[src/rtl/bst_pkg.sv]
// Shared constants, codes and types for the block slot table.
package bst_pkg;

    // Defaults for the top-level parameters
    localparam int NUM_SLOTS_DEF          = 64;
    localparam int BLOCK_NUMBER_WIDTH_DEF = 31;

    // Fixed field widths
    localparam int CMD_W    = 2;
    localparam int ST_W     = 2;
    localparam int OFF_W    = 11;
    localparam int LEN_W    = 11;
    localparam int ACT_W    = 7;
    localparam int MAXLEN_W = 11;

    // Register reset values
    localparam logic [ACT_W-1:0]    ACTIVE_RESET = 7'd64;
    localparam logic [MAXLEN_W-1:0] MAXLEN_RESET = 11'd1024;

    // APB register map
    localparam int PADDR_W = 3;
    localparam int PDATA_W = 32;
    localparam logic REG_ACTIVE = 1'b0;
    localparam logic REG_MAXLEN = 1'b1;

    // Commands
    localparam logic [CMD_W-1:0] CMD_WRITE  = 2'd0;
    localparam logic [CMD_W-1:0] CMD_READ   = 2'd1;
    localparam logic [CMD_W-1:0] CMD_FETCH  = 2'd2;
    localparam logic [CMD_W-1:0] CMD_UNUSED = 2'd3;

    // Status codes
    localparam logic [ST_W-1:0] ST_OK   = 2'd0;
    localparam logic [ST_W-1:0] ST_BAD  = 2'd1;
    localparam logic [ST_W-1:0] ST_FULL = 2'd2;
    localparam logic [ST_W-1:0] ST_NONE = 2'd3;

    // Controller to datapath commands
    typedef struct packed {
        logic capture;  // latch the request word
        logic match;    // build candidate vectors
        logic commit;   // pick a slot and update the table
        logic respond;  // load the result word
    } ctrl_cmd_t;

endpackage

[src/rtl/bst_ctrl.sv]
// Command sequencer: steps each request through match, commit and respond.
module bst_ctrl (
    input  logic                clk,
    input  logic                rst_n,
    input  logic                start,
    output logic                busy,
    output logic                done,
    output bst_pkg::ctrl_cmd_t  cmd
);

    localparam logic [1:0] S_IDLE  = 2'd0;
    localparam logic [1:0] S_MATCH = 2'd1;
    localparam logic [1:0] S_ENC   = 2'd2;
    localparam logic [1:0] S_RESP  = 2'd3;

    logic [1:0] state_reg;
    logic [1:0] state_next;
    logic       done_reg;

    always_comb
    begin
        unique case (state_reg)
            S_IDLE:  state_next = start ? S_MATCH : S_IDLE;
            S_MATCH: state_next = S_ENC;
            S_ENC:   state_next = S_RESP;
            S_RESP:  state_next = S_IDLE;
            default: state_next = S_IDLE;
        endcase
    end

    always_ff @(posedge clk or negedge rst_n)
    begin
        if (!rst_n)
        begin
            state_reg <= S_IDLE;
            done_reg  <= 1'b0;
        end
        else
        begin
            state_reg <= state_next;
            done_reg  <= (state_reg == S_RESP);
        end
    end

    assign busy        = (state_reg != S_IDLE);
    assign done        = done_reg;
    assign cmd.capture = (state_reg == S_IDLE) && start;
    assign cmd.match   = (state_reg == S_MATCH);
    assign cmd.commit  = (state_reg == S_ENC);
    assign cmd.respond = (state_reg == S_RESP);

endmodule

[config.mk]
export PLATFORM = sky130hd
export DESIGN_NAME = bst_ctrl
export DESIGN_NICKNAME = d
export VERILOG_FILES = /design/src/rtl/bst_pkg.sv /design/src/rtl/bst_ctrl.sv
export SDC_FILE = /design/constraint.sdc
export NUM_CORES = 1
export LEC_CHECK = 0
export BUFFER_PORTS_ARGS = -buffer_cell sky130_fd_sc_hd__buf_2
export CORE_AREA = 3 3 40 42
export DETAILED_ROUTE_END_ITERATION = 8
export DIE_AREA = 0 0 43 45
export PLACE_DENSITY = 0.35
export SLEW_MARGIN = 25
export SYNTH_ARGS = -nofsm -noshare
export SYNTH_HDL_FRONTEND = slang
export SYNTH_SLANG_ARGS = --single-unit
[constraint.sdc]
create_clock -name clk -period 1.3 [get_ports clk]
set_clock_uncertainty 0.15 [all_clocks]
set_input_delay 0.13 -clock clk [delete_from_list [all_inputs] [get_ports clk]]
set_output_delay 0.13 -clock clk [all_outputs]
set_load 0.005 [all_outputs]
# [Word-level counts from Yosys, hierarchy flattened]
# Cells that the tools add are included.
[word_totals] regBits=3 out_inout_bits=6 inputBits=3
[op_classes] reduce_logical=3 eq_ne=3 muxes=2
[ops] cell="$pmux 2 s4" count=1
[ops] cell="$eq 2x2->1 const B" count=2
[ops] cell="$eq 2x1->1 const B" count=1
[ops] cell="$logic_not 2->1" count=1
[ops] cell="$reduce_bool 2->1" count=1
[ops] cell="$logic_and 1x1->1" count=1
[ops] cell="$mux 1" count=1

# [Longest topological paths before layout]
[depth] ltp_word=2 mapped_depth=3

# [Least setup slack after synthesis]
# No wires, ideal clock.
[synth_path] path_kind="flip-flop to flip-flop" from="reg state_reg[0]" to="reg state_reg[0]" path_buffers=0 arrival_ns=0.915 path_stages_with_launch=4 synth_period_minus_slack_ns=1.190 path_slack_ns=0.110 path_cell_list="dfrtp_1 inv_1 ha_1 mux2_4"
[synth_between] elab_chain_cells=2 word_cells_on_any_way=5 cone_classes="eq/ne (3); mux (1); reduce/logical (1)"
[synth_rtl] element="from (decl)" line_no="bst_ctrl.sv:16" rtl="logic [1:0] state_reg;"
[synth_rtl] element="from (signal assigned)" line_no="bst_ctrl.sv:40" rtl="state_reg <= state_next;"
[synth_rtl] element="$eq 2x2->1, or another cell as far along" line_no="bst_ctrl.sv:22" rtl="unique case (state_reg)"
[synth_rtl] element="$pmux 2 s4 (*)" line_no="bst_ctrl.sv:22"
[synth_rtl] element="via state_next[0]" line_no="bst_ctrl.sv:17" rtl="logic [1:0] state_next;"
# The timed path passes the listed nets; every way through them passes the cells marked *.

==> qor.csv <==
stage;metric;value;unit
worst_setup_path;Setup crit start kind;register;
layout;Diodes inserted;0;
sta;Max Clk Rate;740;MHz
worst_setup_path;CP startpoint;state_reg[0]$_DFF_PN0_;
worst_setup_path;WP data required;1.02;ns
placed_design;Place WS;0.0681;ns
cts;clock sink total;3;
global_route;All-Layer GR Usage;5.76;%
layout;area delta synth->final;112;%
floorplanning;chip width;43;µm
power_and_ir_drop;LEAKAGE;0.000177;µW
cts;TritonCTS clock tree;yes;
layout;layout cells sized above 1;77.4;%
placed_design;Placer Congestion;0.615;
power_and_ir_drop;Internal;540;µW
worst_setup_path;Slowest-stage cell, CP;dfrtp_1;
job;max capacitance violation total;0;
cts;Clock Path Buffers;2;
floorplanning;IO Count;9;
synthesis;part of the Yosys area used for sequential elements;44.1;%
synthesis;Synth Register Bits;3;
global_route;vias in the first global route;163;
sta;Hold Vio Cnt, Final;0;
sta;Worst-Margin Slew;0.120;ns
layout;Final Util;28.0;%
power_and_ir_drop;sw frac;34.4;%
routing;1st-iter DRT viols;0;
synthesis;Post-Syn Nets;21;
synthesis;most common cell in the synthesized netlist;ha_1;
synthesis;Synth Area in Compound Gates;0;%
synthesis;Post-Synth Simple-Gate Area;3.68;%
cts;Root Buffer;clkbuf_4;
synthesis;asr flop ratio synth;100;%
global_route;largest net degree at the start of global routing;4;
power_and_ir_drop;Combinational Power Share;59.6;%
synthesis;post-synthesis mux area share;8.82;%
sta;part of the cycle the worst path needs;104;%
synthesis;Syn Area/Cell;13.1;µm²
layout;max reg flops;2;
routing;drt total wl;419;µm
sta;Setup WS post-layout;-0.0511;ns
cts;Clk Latency, worst-skew pair;0.23;ns
placed_design;final HPWL from detailed placement;253;µm
layout;Fillers;140;
synthesis;Yosys top cell area share;44.1;%
synthesis;number of synthesized flops with an enable pin;0;
cts;clock transition at the registers of the reported paths;0.04;ns
routing;via count;154;
synthesis;top_reg_cell synth;dfrtp_1;
synthesis;post-synth top area cell;dfrtp_1;
sta;Hold Slack;0.0728;ns
synthesis;largest family of logic cells by synthesized area;adder cells;
sta;setup TNS;-0.137;ns
sta;Rel. slew slack;92.0;%
synthesis;XOR/XNOR Fraction of Synth Area;0;%
worst_setup_path;Critical Path AT;1.07;ns
worst_setup_path;crit-path max FO;3;
status;failing checks;setup timing;
layout;fin nets;40;
synthesis;Adder-Cell Fraction of Synth Area;36.8;%
sta;RSZ-0062 raised after global routing;true;
power_and_ir_drop;PD cells;2290;nW/µm²
worst_setup_path;reg-to-reg startpoint;state_reg[0]$_DFF_PN0_;
cts;H-tree depth;1;
power_and_ir_drop;clock power share;19.8;%
worst_setup_path;Crit Path Category;register to primary output;
placed_design;I/O Buffers;8;
routing;DR DRC count;0;
power_and_ir_drop;maximum VDD drop;0.759;mV
synthesis;mapped cell area;170;µm²
sta;final-report setup violation count;4;
power_and_ir_drop;Sw Pwr;283;µW
routing;antenna-violating nets left;0;
worst_setup_path;R2R Setup Slk;0;ns
global_route;initial antenna violation count;0;
floorplanning;Die H;45;µm
worst_setup_path;worst-path cell chain;inv_2 > ha_4 > and2_4 > buf_6;
worst_hold_path;Worst Hold Class;input pin to asynchronous set/reset pin;
routing;drt wl/cell;9.11;µm
synthesis;Warnings, synthesis;0;
floorplanning;Starting Density;13.2;%
cts;TritonCTS Buffers;3;
sta;fin. max-slew vios;0;
synthesis;Syn Inst Count;13;
sta;post-layout minimum cycle time;1.35;ns
floorplanning;core area;1280;µm²
status;status;finished with violations;
floorplanning;DIE AREA;1940;µm²
worst_setup_path;CP max stage delay;0.37;ns
global_route;grt ovf;0;
synthesis;Yosys cell types;5;
global_route;global-route wire length before repair;683;µm
synthesis;most frequent cells after synthesis;ha_1, dfrtp_1, inv_1;
routing;DR pass1 iterations;1;
power_and_ir_drop;power share of the sequential group;20.6;%
floorplanning;num rows;13;
worst_setup_path;Worst Setup End Kind;primary output;
routing;Via-to-Cell Ratio;3.35;
synthesis;top post-synthesis cells by area;dfrtp_1, ha_1, mux2_4;
[logic make-up after synthesis]
logic type | Yosys count
buf+inv | 3
fa+ha+maj | 5
mux | 1
simple gates | 1
flops | 3
[layout by cell type (no fill, tap or decap), drive strengths merged]
cell type,n
dlygate4sd3,2
mux2,1
ha,5
and2,1
clkbuf,4
dfrtp,3
inv,3
buf,12
[area by class of cell]
class                           count  area, µm²  share of cell area (%)
Inverter                            3       11.3                    3.12
Sequential cell                     3       75.1                    20.8
Tap cell                           15       18.8                    5.21
Clock buffer                        4       26.3                    7.29
Multi-Input combinational cell      7        129                    35.8
Timing Repair Buffer               14        100                    27.8
[metrics by stage]
step           instance area, µm²  power [µW]  std cells
2_1_floorplan                 170         323         13
3_3_place_gp                  236         458         37
3_5_place_dp                  236         453         37
4_1_cts                       350         811         46
5_1_grt                       360         911         46
6_report                      360         824         46
[power groups by stage]
stage,Clock (µW),Sequential [µW],Combinational [µW]
after floorplan,0,167,156
after global placement,0,168,290
after detailed placement,0,167,286
after CTS,174,170,467
after global routing,185,178,548
final,163,170,491
[per-layer routing]
layer | track usage [%] | share of wire, % | up-vias
met5 | 0 | 0 | -
met4 | 5.42 | 0 | 0
met3 | 6.37 | 16 | 0
met2 | 6.59 | 40 | 11
met1 | 5.34 | 44 | 68
li1 | - | - | 75
[path summary, 6_finish.rpt]
path / to / depth (start not counted)
worst max-delay path: cmd[3] / 4
worst min-delay path: done$_DFF_PN0_ / 2
worst max register to register: state_reg[0]$_DFF_PN0_ / 4
worst min register to register: state_reg[1]$_DFF_PN0_ / 2
max in group asynchronous: state_reg[0]$_DFF_PN0_ / 2
min in group clk: cmd[3] / 3
[what timing repair did]
| action | CTS | global route |
|---|---|---|
| cloned | 0 | 0 |
| setup endpoints to repair | 5 | 6 |
| gates resized for setup | 12 | 1 |
| hold buffers | 2 | 0 |
| endpoints found under the hold margin | 4 | 0 |
| setup buffers | 3 | 0 |
| pin swaps | 2 | 0 |
[worst max-delay path: cells and delay by family, from the launching register on]
kind                     cells  cell delay, ns
flip-flops                   1            0.37
buffers and inverters        2            0.17
AND/OR/NAND/NOR              1            0.13
adder cells (fa/ha/maj)      1            0.16
No activity file was read; power rests on OpenSTA's default activity.
